**src/sv/i2a_pkg.sv**
```systemverilog
`default_nettype none

package i2a_pkg;

    // conversion kinds
    localparam logic [2:0] FN_D  = 3'd0;
    localparam logic [2:0] FN_U  = 3'd1;
    localparam logic [2:0] FN_O  = 3'd2;
    localparam logic [2:0] FN_X  = 3'd3;
    localparam logic [2:0] FN_DU = 3'd4;
    localparam logic [2:0] FN_OU = 3'd5;
    localparam logic [2:0] FN_XU = 3'd6;

    typedef enum logic [1:0] {
        RDX_10 = 2'd0,
        RDX_8  = 2'd1,
        RDX_16 = 2'd2
    } t_radix;

    // ceil(2^35 / 10): exact quotient for any 32-bit unsigned dividend
    localparam logic [31:0] RECIP10 = 32'hCCCC_CCCD;
    localparam int          RECIP_SHIFT = 35;

    localparam logic [7:0] CH_ZERO  = 8'h30;
    localparam logic [7:0] CH_A     = 8'h61;
    localparam logic [7:0] CH_DOT   = 8'h2E;
    localparam logic [7:0] CH_MINUS = 8'h2D;
    localparam logic [7:0] CH_SPACE = 8'h20;

    function automatic logic [7:0] digit_char(input logic [3:0] d);
        logic [7:0] r;
        if (d < 4'd10) begin
            r = CH_ZERO + {4'd0, d};
        end else begin
            r = CH_A + {4'd0, d} - 8'd10;
        end
        return r;
    endfunction

endpackage

`default_nettype wire

```
**src/sv/i2a_div.sv**
```systemverilog
`default_nettype none

// Shared digit unit: one call yields quotient and remainder of the magnitude
// by the radix. Decimal uses a reciprocal multiply, registered at load.
module i2a_div import i2a_pkg::*; (
    input  wire logic        i_clk,
    input  wire logic        i_load,
    input  wire logic [31:0] i_mag,
    input  wire t_radix      i_radix,
    output logic      [31:0] o_quo,
    output logic      [3:0]  o_rem
);

    localparam int Q10_W = 64 - RECIP_SHIFT;

    logic [31:0]      r_mag;
    t_radix           r_radix;
    logic [Q10_W-1:0] r_q10;
    logic [63:0]      prod;
    logic [31:0]      q10;
    logic [31:0]      rem10;

    assign prod = i_mag * RECIP10;

    always_ff @(posedge i_clk) begin
        if (i_load) begin
            r_mag   <= i_mag;
            r_radix <= i_radix;
            r_q10   <= prod[63:RECIP_SHIFT];
        end
    end

    assign q10   = 32'(r_q10);
    // remainder is below ten, so the low four bits are exact
    assign rem10 = r_mag - {q10[28:0], 3'b000} - {q10[30:0], 1'b0};

    always_comb begin
        case (r_radix)
            RDX_8: begin
                o_quo = {3'd0, r_mag[31:3]};
                o_rem = {1'b0, r_mag[2:0]};
            end
            RDX_16: begin
                o_quo = {4'd0, r_mag[31:4]};
                o_rem = r_mag[3:0];
            end
            default: begin
                o_quo = q10;
                o_rem = rem10[3:0];
            end
        endcase
    end

endmodule

`default_nettype wire

```
**src/sv/integer_to_padded_ascii_unit.sv**
```systemverilog
`default_nettype none

// Channel   Dir  Handshake                 Payload
// request   in   i_s_tvalid / o_s_tready   tuser: func; tdata: value, width, precision, zero_pad
// char      out  o_m_tvalid / i_m_tready   tdata: out_char; tlast: last
//
// One request at a time. After acceptance each digit passes the shared divide
// unit in S_MUL (multiply), then S_DIG (remainder), a minus sign takes S_SIGN,
// then setup runs in S_CALC; every character then leaves at one per cycle while
// the sink is ready.
// Synchronous active-low reset clears the sequencer and the output valid.
// A stalled sink holds the current character and pauses the sequencer's output states.
module integer_to_padded_ascii_unit import i2a_pkg::*; #(
    parameter int DIGIT_BUFFER = 12
) (
    input  wire logic        i_clk,
    input  wire logic        i_rst_n,
    input  wire logic        i_s_tvalid,
    output logic             o_s_tready,
    input  wire logic [47:0] i_s_tdata,  // [31:0] value, [38:32] width,
                                         // [44:39] precision, [45] zero_pad
    input  wire logic [2:0]  i_s_tuser,  // [2:0] func
    output logic             o_m_tvalid,
    input  wire logic        i_m_tready,
    output logic      [7:0]  o_m_tdata,  // [7:0] out_char
    output logic             o_m_tlast
);

    localparam int                DEPTH   = DIGIT_BUFFER - 1;
    localparam int                IDX_W   = $clog2(DEPTH);
    localparam int                LEN_W   = $clog2(DIGIT_BUFFER);
    localparam logic [LEN_W-1:0]  LEN_MAX = LEN_W'(DEPTH);

    typedef enum logic [8:0] {
        S_IDLE = 9'b000000001,
        S_MUL  = 9'b000000010,
        S_DIG  = 9'b000000100,
        S_SIGN = 9'b000001000,
        S_CALC = 9'b000010000,
        S_LPAD = 9'b000100000,
        S_NUM  = 9'b001000000,
        S_DOT  = 9'b010000000,
        S_RPAD = 9'b100000000
    } t_state;

    t_state              r_state, n_state;
    logic [31:0]         r_mag, n_mag;
    t_radix              r_radix, n_radix;
    logic                r_minus, n_minus;
    logic signed [6:0]   r_w1, n_w1;
    logic [5:0]          r_prec, n_prec;
    logic                r_zp, n_zp;
    logic [LEN_W-1:0]    r_len, n_len;
    logic [IDX_W-1:0]    r_top, n_top;
    logic [5:0]          r_cnt, n_cnt;
    logic [5:0]          r_lpad, n_lpad;
    logic [5:0]          r_rpad, n_rpad;
    logic                r_dot, n_dot;
    logic [7:0]          r_buf [DEPTH];
    logic                r_out_valid;
    logic [7:0]          r_out_char;
    logic                r_out_last;

    // request fields
    logic [2:0]          in_func;
    logic [31:0]         in_value;
    logic signed [6:0]   in_width;
    logic [5:0]          in_prec;
    logic                in_zp;

    // decoded request
    logic [31:0]         dec_mag;
    t_radix              dec_radix;
    logic                dec_minus;

    // divide unit
    logic                div_load;
    logic [31:0]         div_quo;
    logic [3:0]          div_rem;

    // digit stack
    logic                buf_we;
    logic [7:0]          buf_wdata;
    logic [LEN_W-1:0]    len_inc;
    logic                len_full;

    // setup arithmetic
    logic [5:0]          keep6;
    logic signed [7:0]   w8, k8, lp8, rp8;
    logic                calc_dot;

    // output
    logic                can_emit, emit, emit_last;
    logic [7:0]          emit_char, pad_char;

    assign in_func  = i_s_tuser;
    assign in_value = i_s_tdata[31:0];
    assign in_width = i_s_tdata[38:32];
    assign in_prec  = i_s_tdata[44:39];
    assign in_zp    = i_s_tdata[45];

    always_comb begin
        dec_mag   = in_value;
        dec_radix = RDX_10;
        dec_minus = 1'b0;
        case (in_func)
            FN_U: begin
                dec_mag = {16'd0, in_value[15:0]};
            end
            FN_O: begin
                dec_radix = RDX_8;
                if (in_value[31]) dec_mag = {16'd0, in_value[15:0]};
            end
            FN_X: begin
                dec_radix = RDX_16;
                if (in_value[31]) dec_mag = {16'd0, in_value[15:0]};
            end
            FN_OU: dec_radix = RDX_8;
            FN_XU: dec_radix = RDX_16;
            default: begin
                // d, D and the unused kind
                dec_minus = in_value[31];
                if (in_value[31]) dec_mag = 32'd0 - in_value;
            end
        endcase
    end

    i2a_div u_div (
        .i_clk   (i_clk),
        .i_load  (div_load),
        .i_mag   (r_mag),
        .i_radix (r_radix),
        .o_quo   (div_quo),
        .o_rem   (div_rem)
    );

    assign len_inc  = r_len + 1'b1;
    assign len_full = (len_inc == LEN_MAX);

    assign keep6    = (r_prec != 6'd0 && 6'(r_len) > r_prec) ? r_prec : 6'(r_len);
    assign w8       = {r_w1[6], r_w1};
    assign k8       = {2'b00, keep6};
    assign calc_dot = r_w1[6] & r_zp;
    assign lp8      = w8 - k8;
    assign rp8      = 8'sd0 - w8 - k8 - {7'd0, calc_dot};

    assign pad_char = r_zp ? CH_ZERO : CH_SPACE;
    assign can_emit = ~r_out_valid | i_m_tready;
    assign o_s_tready = (r_state == S_IDLE);

    always_comb begin
        n_state   = r_state;
        n_mag     = r_mag;
        n_radix   = r_radix;
        n_minus   = r_minus;
        n_w1      = r_w1;
        n_prec    = r_prec;
        n_zp      = r_zp;
        n_len     = r_len;
        n_top     = r_top;
        n_cnt     = r_cnt;
        n_lpad    = r_lpad;
        n_rpad    = r_rpad;
        n_dot     = r_dot;
        div_load  = 1'b0;
        buf_we    = 1'b0;
        buf_wdata = digit_char(div_rem);
        emit      = 1'b0;
        emit_char = pad_char;
        emit_last = 1'b0;
        case (r_state)
            S_IDLE: begin
                if (i_s_tvalid) begin
                    n_mag   = dec_mag;
                    n_radix = dec_radix;
                    n_minus = dec_minus;
                    // clamp minus sixty-four to minus sixty-three
                    n_w1    = (in_width == -7'sd64) ? -7'sd63 : in_width;
                    n_prec  = in_prec;
                    n_zp    = in_zp;
                    n_len   = '0;
                    n_state = S_MUL;
                end
            end
            S_MUL: begin
                div_load = 1'b1;
                n_state  = S_DIG;
            end
            S_DIG: begin
                buf_we = 1'b1;
                n_len  = len_inc;
                n_mag  = div_quo;
                if (div_quo == 32'd0 || len_full) begin
                    n_state = (r_minus && !len_full) ? S_SIGN : S_CALC;
                end else begin
                    n_state = S_MUL;
                end
            end
            S_SIGN: begin
                buf_we    = 1'b1;
                buf_wdata = CH_MINUS;
                n_len     = len_inc;
                n_state   = S_CALC;
            end
            S_CALC: begin
                n_cnt   = keep6;
                n_top   = IDX_W'(r_len - 1'b1);
                n_dot   = calc_dot;
                n_lpad  = (w8 > k8) ? lp8[5:0] : 6'd0;
                n_rpad  = (w8 < 8'sd0 && rp8 > 8'sd0) ? rp8[5:0] : 6'd0;
                n_state = (w8 > k8) ? S_LPAD : S_NUM;
            end
            S_LPAD: begin
                if (can_emit) begin
                    emit   = 1'b1;
                    n_lpad = r_lpad - 1'b1;
                    if (r_lpad == 6'd1) n_state = S_NUM;
                end
            end
            S_NUM: begin
                emit_char = r_buf[r_top];
                emit_last = (r_cnt == 6'd1) && !r_dot && (r_rpad == 6'd0);
                if (can_emit) begin
                    emit  = 1'b1;
                    n_top = r_top - 1'b1;
                    n_cnt = r_cnt - 1'b1;
                    if (r_cnt == 6'd1) begin
                        if (r_dot) begin
                            n_state = S_DOT;
                        end else if (r_rpad != 6'd0) begin
                            n_state = S_RPAD;
                        end else begin
                            n_state = S_IDLE;
                        end
                    end
                end
            end
            S_DOT: begin
                emit_char = CH_DOT;
                emit_last = (r_rpad == 6'd0);
                if (can_emit) begin
                    emit    = 1'b1;
                    n_state = (r_rpad == 6'd0) ? S_IDLE : S_RPAD;
                end
            end
            S_RPAD: begin
                emit_last = (r_rpad == 6'd1);
                if (can_emit) begin
                    emit   = 1'b1;
                    n_rpad = r_rpad - 1'b1;
                    if (r_rpad == 6'd1) n_state = S_IDLE;
                end
            end
            default: begin
                n_state = S_IDLE;
            end
        endcase
    end

    always_ff @(posedge i_clk) begin
        if (!i_rst_n) begin
            r_state     <= S_IDLE;
            r_out_valid <= 1'b0;
        end else begin
            r_state <= n_state;
            if (emit) begin
                r_out_valid <= 1'b1;
            end else if (i_m_tready) begin
                r_out_valid <= 1'b0;
            end
        end
    end

    always_ff @(posedge i_clk) begin
        r_mag   <= n_mag;
        r_radix <= n_radix;
        r_minus <= n_minus;
        r_w1    <= n_w1;
        r_prec  <= n_prec;
        r_zp    <= n_zp;
        r_len   <= n_len;
        r_top   <= n_top;
        r_cnt   <= n_cnt;
        r_lpad  <= n_lpad;
        r_rpad  <= n_rpad;
        r_dot   <= n_dot;
        if (buf_we) r_buf[r_len[IDX_W-1:0]] <= buf_wdata;
        if (emit) begin
            r_out_char <= emit_char;
            r_out_last <= emit_last;
        end
    end

    assign o_m_tvalid = r_out_valid;
    assign o_m_tdata  = r_out_char;
    assign o_m_tlast  = r_out_last;

endmodule

`default_nettype wire
```
**config.mk**
```make
export PLATFORM = sky130hd
export DESIGN_NAME = integer_to_padded_ascii_unit
export DESIGN_NICKNAME = d
export VERILOG_FILES = /design/src/sv/i2a_pkg.sv /design/src/sv/i2a_div.sv /design/src/sv/integer_to_padded_ascii_unit.sv
export SDC_FILE = /design/constraint.sdc
export NUM_CORES = 2
export LEC_CHECK = 0
export BUFFER_PORTS_ARGS = -buffer_cell sky130_fd_sc_hd__buf_2
export CAP_MARGIN = 20
export CELL_PAD_IN_SITES_DETAIL_PLACEMENT = 1
export CELL_PAD_IN_SITES_GLOBAL_PLACEMENT = 1
export CORE_MARGIN = 2
export CORE_UTILIZATION = 30
export DETAILED_ROUTE_END_ITERATION = 6
export GPL_TIMING_DRIVEN = 0
export PLACE_DENSITY = 0.62
export SKIP_CTS_REPAIR_TIMING = 1
export SYNTH_ARGS = -nofsm -noshare
export SYNTH_HDL_FRONTEND = slang
export SYNTH_HIERARCHICAL = 1
export SYNTH_SLANG_ARGS = --single-unit
```
**constraint.sdc**
```tcl
create_clock -name i_clk -period 16.2 [get_ports i_clk]
set_clock_uncertainty 0.05 [all_clocks]
set_input_delay 0 -clock i_clk [delete_from_list [all_inputs] [get_ports i_clk]]
set_output_delay 0 -clock i_clk [all_outputs]
set_load 0.005 [all_outputs]
```
Yosys cells after proc, flatten, opt, wreduce, memory -nomap -nowiden. Memories as Yosys holds them, arrays and structs flattened. A register that Yosys moved wholly into a read port is not among the register bits. Cells that the tools add are included.

Register bits after elaboration: 158. Memories: 1. Bits in writable memories: 88.

$mul: 1. Bitwise gates (word level): 3. Magnitude comparators: 5. Multiplexer cells: 50. Eq/ne operators: 29. Reduce and logical (&&, ||, !) cells: 32. Add/subtract/negate cells: 16.

Memory list: r_buf (words 11, width 8, read ports 1, clocked after Yosys merged registers in 1, wr ports 1, RTL line integer_to_padded_ascii_unit.sv:59) `logic [7:0] r_buf [DEPTH];`.

Operators by type and width (count): $mux 9 (11); $pmux 32 s3 (1); $pmux 9 s9 (1); $mul 32x32->64 const B (1); $mux 32 (2); $pmux 32 s2 (1); $pmux 29 s2 (1); $mux 6 (6); $pmux 6 s2 (3); $logic_not 32->1 (1); $sub 1x32->32 const A (1); $mux 31 (1); $pmux 4 s2 (3); $eq 6x1->1 const B (3); $sub 6x1->6 const B (3); $mux 8 (2); $ne 2x2->1 const B (8); $pmux 8 s2 (1); $mux 5 (3); $mux 4 (3); $reduce_and 2->1 (6); $reduce_bool 2->1 (6); $reduce_bool 6->1 (2); $reduce_or 2->1 (5); other kinds (45) (61).

Longest topological paths before layout.
Depth after elaboration: 9. Mapped depth: 26. Depth with buffers taken out: 26.

Modules after synthesis. The synthesis kept the hierarchy.

Modules (own cells, without submodules): i2a_div (instances 1, cells each 2009, area an instance 20038.0 um2); integer_to_padded_ascii_unit (instances 1, cells each 817, area an instance 9456.6 um2).

Worst setup path after synthesis. No wires, ideal clock.

Path type: reg2reg. Start point: register, netlist name r_mag[1]. End point: register u_div.r_q10[28], data pin. Path buffers: 0. Data required time: 15.890 ns. Slack: 9.208 ns. Arrival time: 6.682 ns. Library setup time: 0.260 ns. Stages on the path, launching flop included: 24. Clock period less this slack: 6.992 ns. Path through: edfxtp_1 -> ha_1 -> xor2_1 -> ha_1 -> or2_2 -> fa_1 -> fa_1 -> fa_1 -> fa_1 -> fa_1 -> inv_1 -> fa_1 -> inv_1 -> ha_1 -> nand2_1 -> o21a_1 -> o21ai_1 -> a21oi_1 -> o221a_4 -> a2111oi_2 -> o32ai_2 -> o31ai_2 -> a21oi_2 -> xnor2_1.

RTL lines: to (signal assigned) (RTL line i2a_div.sv:29) `r_q10 <= prod[63:RECIP_SHIFT];`; to (decl) (RTL line i2a_div.sv:18) `logic [Q10_W-1:0] r_q10;`.

==> impl_metrics.py <==
metrics = {
    "outcome": {
        "status": "completed",
    },
    "sta": {
        "maxClockFrequency_mhz": 108.1,
        "timing.slew.headroom": 0.2670,
        "final_critical_path_share_of_the_clock_period": 0.5710,
        "timing_worst_slew_pin_value_ns": 1.089,
        "setup_ws_ns": 6.949,
        "rsz0062_at_grt": "no",
        "setup_violations": 0,
        "whs_ns": 0.07491,
        "report.final.slew_viol_count": 0,
        "final_tns_setup_ns": 0,
        "final-hold-violation-count": 0,
        "finalCriticalPeriod_ns": 9.251,
    },
    "final_layout": {
        "final_common_cell": "inv_1",
        "layout-drive-gt1-share": 0.06150,
        "fin_nets": 3825,
        "synthToLayoutAreaGrowth_pct": 11.55,
        "layout.core_utilization": 0.3363,
        "mostFrequentLayoutCells": "inv_1 (655), ha_1 (394), fa_1 (388), edfxtp_1 (224), nand2_1 (162)",
        "layout.filler_cells": 11110,
        "area_used_by_multi_input_combinational_logic_sq_mm": 0.01964,
        "register_area_sq_mm": 0.007007,
    },
    "detailed_routing": {
        "vias": 20740,
        "dr.pass1.iters": 5,
        "detail_route.vias_per_cell": 4.825,
        "drt-initial-drc-count": 1210,
        "wl_per_cell_microns": 21.01,
        "detail_route.wirelength_mm": 90.34,
        "detail_route.drc_violations": 0,
        "drtAntennaViolNets": 0,
    },
    "critical_path": {
        "worstRegToRegCells": 21,
        "critical_path_required_ns": 16.40,
        "timing.critical_path.max_delay_family": "adder cells",
        "timing.critical_path.mode_cell": "fa_1",
        "worst-path-max-fanout": 9,
        "regToRegSetupSlack_ns": 6.95,
        "worstSetupStartpointType": "flip-flop",
        "rr_endpoint": "u_div/r_q10[27]$_DFFE_PP_",
        "setup_cp_type": "reg -> reg",
        "worst_r2r_startpoint": "r_mag[9]$_DFFE_PP_",
        "timing.critical_path.slowest_stage_cell": "a211oi_1",
        "critical_path.max_stage_delay_ns": 0.76,
        "endpoint_kind": "flip-flop",
        "critical_path_cell_list": "ha_1, clkbuf_1, xor2_1, ha_1, fa_1, fa_1, fa_1, fa_1, fa_1, ha_1, ha_1, clkdlybuf4s15_1, nand2_1, nor3_1, nand2_1, a211oi_1, a211oi_1, nand2_1, a211oi_1, o211ai_1, a21boi_0",
        "cp.buffers_inverters": 2,
        "timing.critical_path.arrival_ns": 9.45,
    },
    "global_route": {
        "number_of_global_route_vias_before_repair": 22290,
        "grt_start_max_net_pins": 34,
        "track_usage": 0.1798,
        "overflow": 0,
        "grt_first_pass_wirelength_mm": 138.6,
        "antenna_violations_before_repair": 6,
    },
    "synthesis": {
        "post-synth-top-area-fraction": 0.2634,
        "ys.flop_type": "edfxtp_1",
        "number_of_enable_type_register_cells_in_the_synthesized_netlist": 224,
        "netlist_area_sq_mm": 0.02949,
        "yosysWarnings": 6,
        "flop_and_latch_count_out_of_synthesis": 238,
        "netlist_top_cells_area": "fa_1 (26%), edfxtp_1 (23%), ha_1 (17%), inv_1 (8.3%), xor2_1 (2.1%)",
        "synth_async_sr_flop_share": 0,
        "avgSynthCellArea_sq_um": 10.44,
        "post-synth-top-area-cell": "fa_1",
        "synthesis.instances": 2826,
        "proportion_of_synthesized_chip_area_in_sequential_cells": 0.2376,
        "post_synth_num_cell_types": 96,
    },
    "clock_tree": {
        "cts_inserted_buffers": 27,
        "tritoncts": "done",
        "cts_sinks": 238,
        "cts-htree-levels": 1,
        "cts.root.buffer_cell": "clkbuf_16",
        "path_clk_slew_ns": 0.06,
        "max-clock-path-buffers": 3,
        "clk_latency_ns": 0.56,
    },
    "floorplan": {
        "starting_density": 0.3014,
        "die-area_sq_mm": 0.1008,
        "core_region_area_sq_mm": 0.09784,
        "die_y_microns": 317.6,
        "fp-row-count": 115,
        "die-width_microns": 317.6,
        "io_pins": 66,
    },
    "flow_run": {
        "max_cap_violations": 0,
    },
    "hold_path": {
        "worstHoldStart": "i_s_tdata[31]",
        "holdPathStages": 4,
        "hp-class": "in -> reg",
        "min_to": "r_mag[30]$_DFFE_PP_",
    },
    "placed_design": {
        "dp_worst_setup_slack_ns": 7.097,
        "io_buffer_count": 59,
        "gpl.final_weighted_congestion": 0.9334,
        "detailed_place_hpwl_mm": 77.08,
    },
}
[stage by stage]
stage          area, sq um  std cells
2_1_floorplan        29550       2842
3_3_place_gp         31460       4188
3_5_place_dp         31530       4191
4_1_cts              32350       4240
5_1_grt              32890       4296
6_report             32900       4299
[kinds of logic after synthesis]
| group | after synthesis | synth area share |
|---|---|---|
| AO/OA/AOI/OAI | 438 | 0.09732 |
| AND/OR/NAND/NOR | 453 | 0.07517 |
| buffers and inverters | 741 | 0.09922 |
| XOR/XNOR | 125 | 0.03712 |
| flip-flops | 238 | 0.2376 |
| adder cells (fa/ha/maj) | 782 | 0.4305 |
| other | 3 | 0.0003818 |
| multiplexers | 46 | 0.02274 |
[cells in the mapped netlist (43+ instances only)]
cell type  instances
clkbuf_1          54
fa_1             388
ha_1             394
a21oi_1          103
nor2_1            91
a21o_1            43
edfxtp_1         224
o21ai_0          118
nand2_1          162
xnor2_1           55
xor2_1            70
inv_1            655
[per-layer routing]
| layer | wire length [microns] | vias to the layer above | track usage |
|---|---|---|---|
| met2 | 43600 | 397 | 0.3039 |
| met3 | 4565 | 101 | 0.03108 |
| li1 | - | 9617 | - |
| met1 | 40230 | 10620 | 0.2418 |
| met5 | 30 | - | 0 |
| met4 | 1914 | 6 | 0.03619 |
[final cells by class]
cell class | instances | area share
clock buffers | 31 | 0.02130
well taps | 1287 | 0.04894
repair buffers | 117 | 0.02693
inverters | 656 | 0.07484
diodes | 4 | 0.0003042
clock inverters | 18 | 0.003803
plain buffers | 85 | 0.01411
flip-flops and latches | 238 | 0.2130
multi-input cells | 1863 | 0.5968
[worst reg2reg max path: stages, from the launching register on]
cell and delay [ns]:
edfxtp_1 0.61, ha_1 0.41, clkbuf_1 0.48, xor2_1 0.58, ha_1 0.39, fa_1 0.53
fa_1 0.58, fa_1 0.61, fa_1 0.56, fa_1 0.51, ha_1 0.32, ha_1 0.29
clkdlybuf4s15_1 0.37, nand2_1 0.18, nor3_1 0.10, nand2_1 0.13, a211oi_1 0.07, a211oi_1 0.76
nand2_1 0.37, a211oi_1 0.63, o211ai_1 0.19, a21boi_0 0.21
[flip-flops by register name (all words and copies together) (netlist names), named ones only]
name / cells
u_div/r_q10: 29
o_m_tvalid: 1
r_len: 4
o_m_tlast: 1
r_dot: 1
r_radix: 2
r_mag: 32
r_prec: 6
r_lpad: 6
r_top: 4
r_zp: 1
r_rpad: 6
r_minus: 1
r_buf: 77
r_cnt: 6
r_w1: 7
o_m_tdata: 7
r_state: 9
u_div/r_radix: 2
u_div/r_mag: 32
[worst max path at each step]
stage / start / end / slack [ns] / cells after the start
CTS: r_mag[8]$_DFFE_PP_ / u_div/r_q10[27]$_DFFE_PP_ / 7.06 / 21
floorplan: r_mag[1]$_DFFE_PP_ / u_div/r_q10[28]$_DFFE_PP_ / 9.21 / 23
finish: r_mag[9]$_DFFE_PP_ / u_div/r_q10[27]$_DFFE_PP_ / 6.95 / 21
global route: r_mag[8]$_DFFE_PP_ / u_div/r_q10[27]$_DFFE_PP_ / 6.80 / 21
detailed placement: r_mag[8]$_DFFE_PP_ / u_div/r_q10[27]$_DFFE_PP_ / 7.10 / 21
global placement: r_mag[8]$_DFFE_PP_ / u_div/r_q10[27]$_DFFE_PP_ / 7.11 / 21
Power is left out: the tool's default activity adds up to more than one toggle a clock period on the data nets, which glitch-free logic cannot reach.
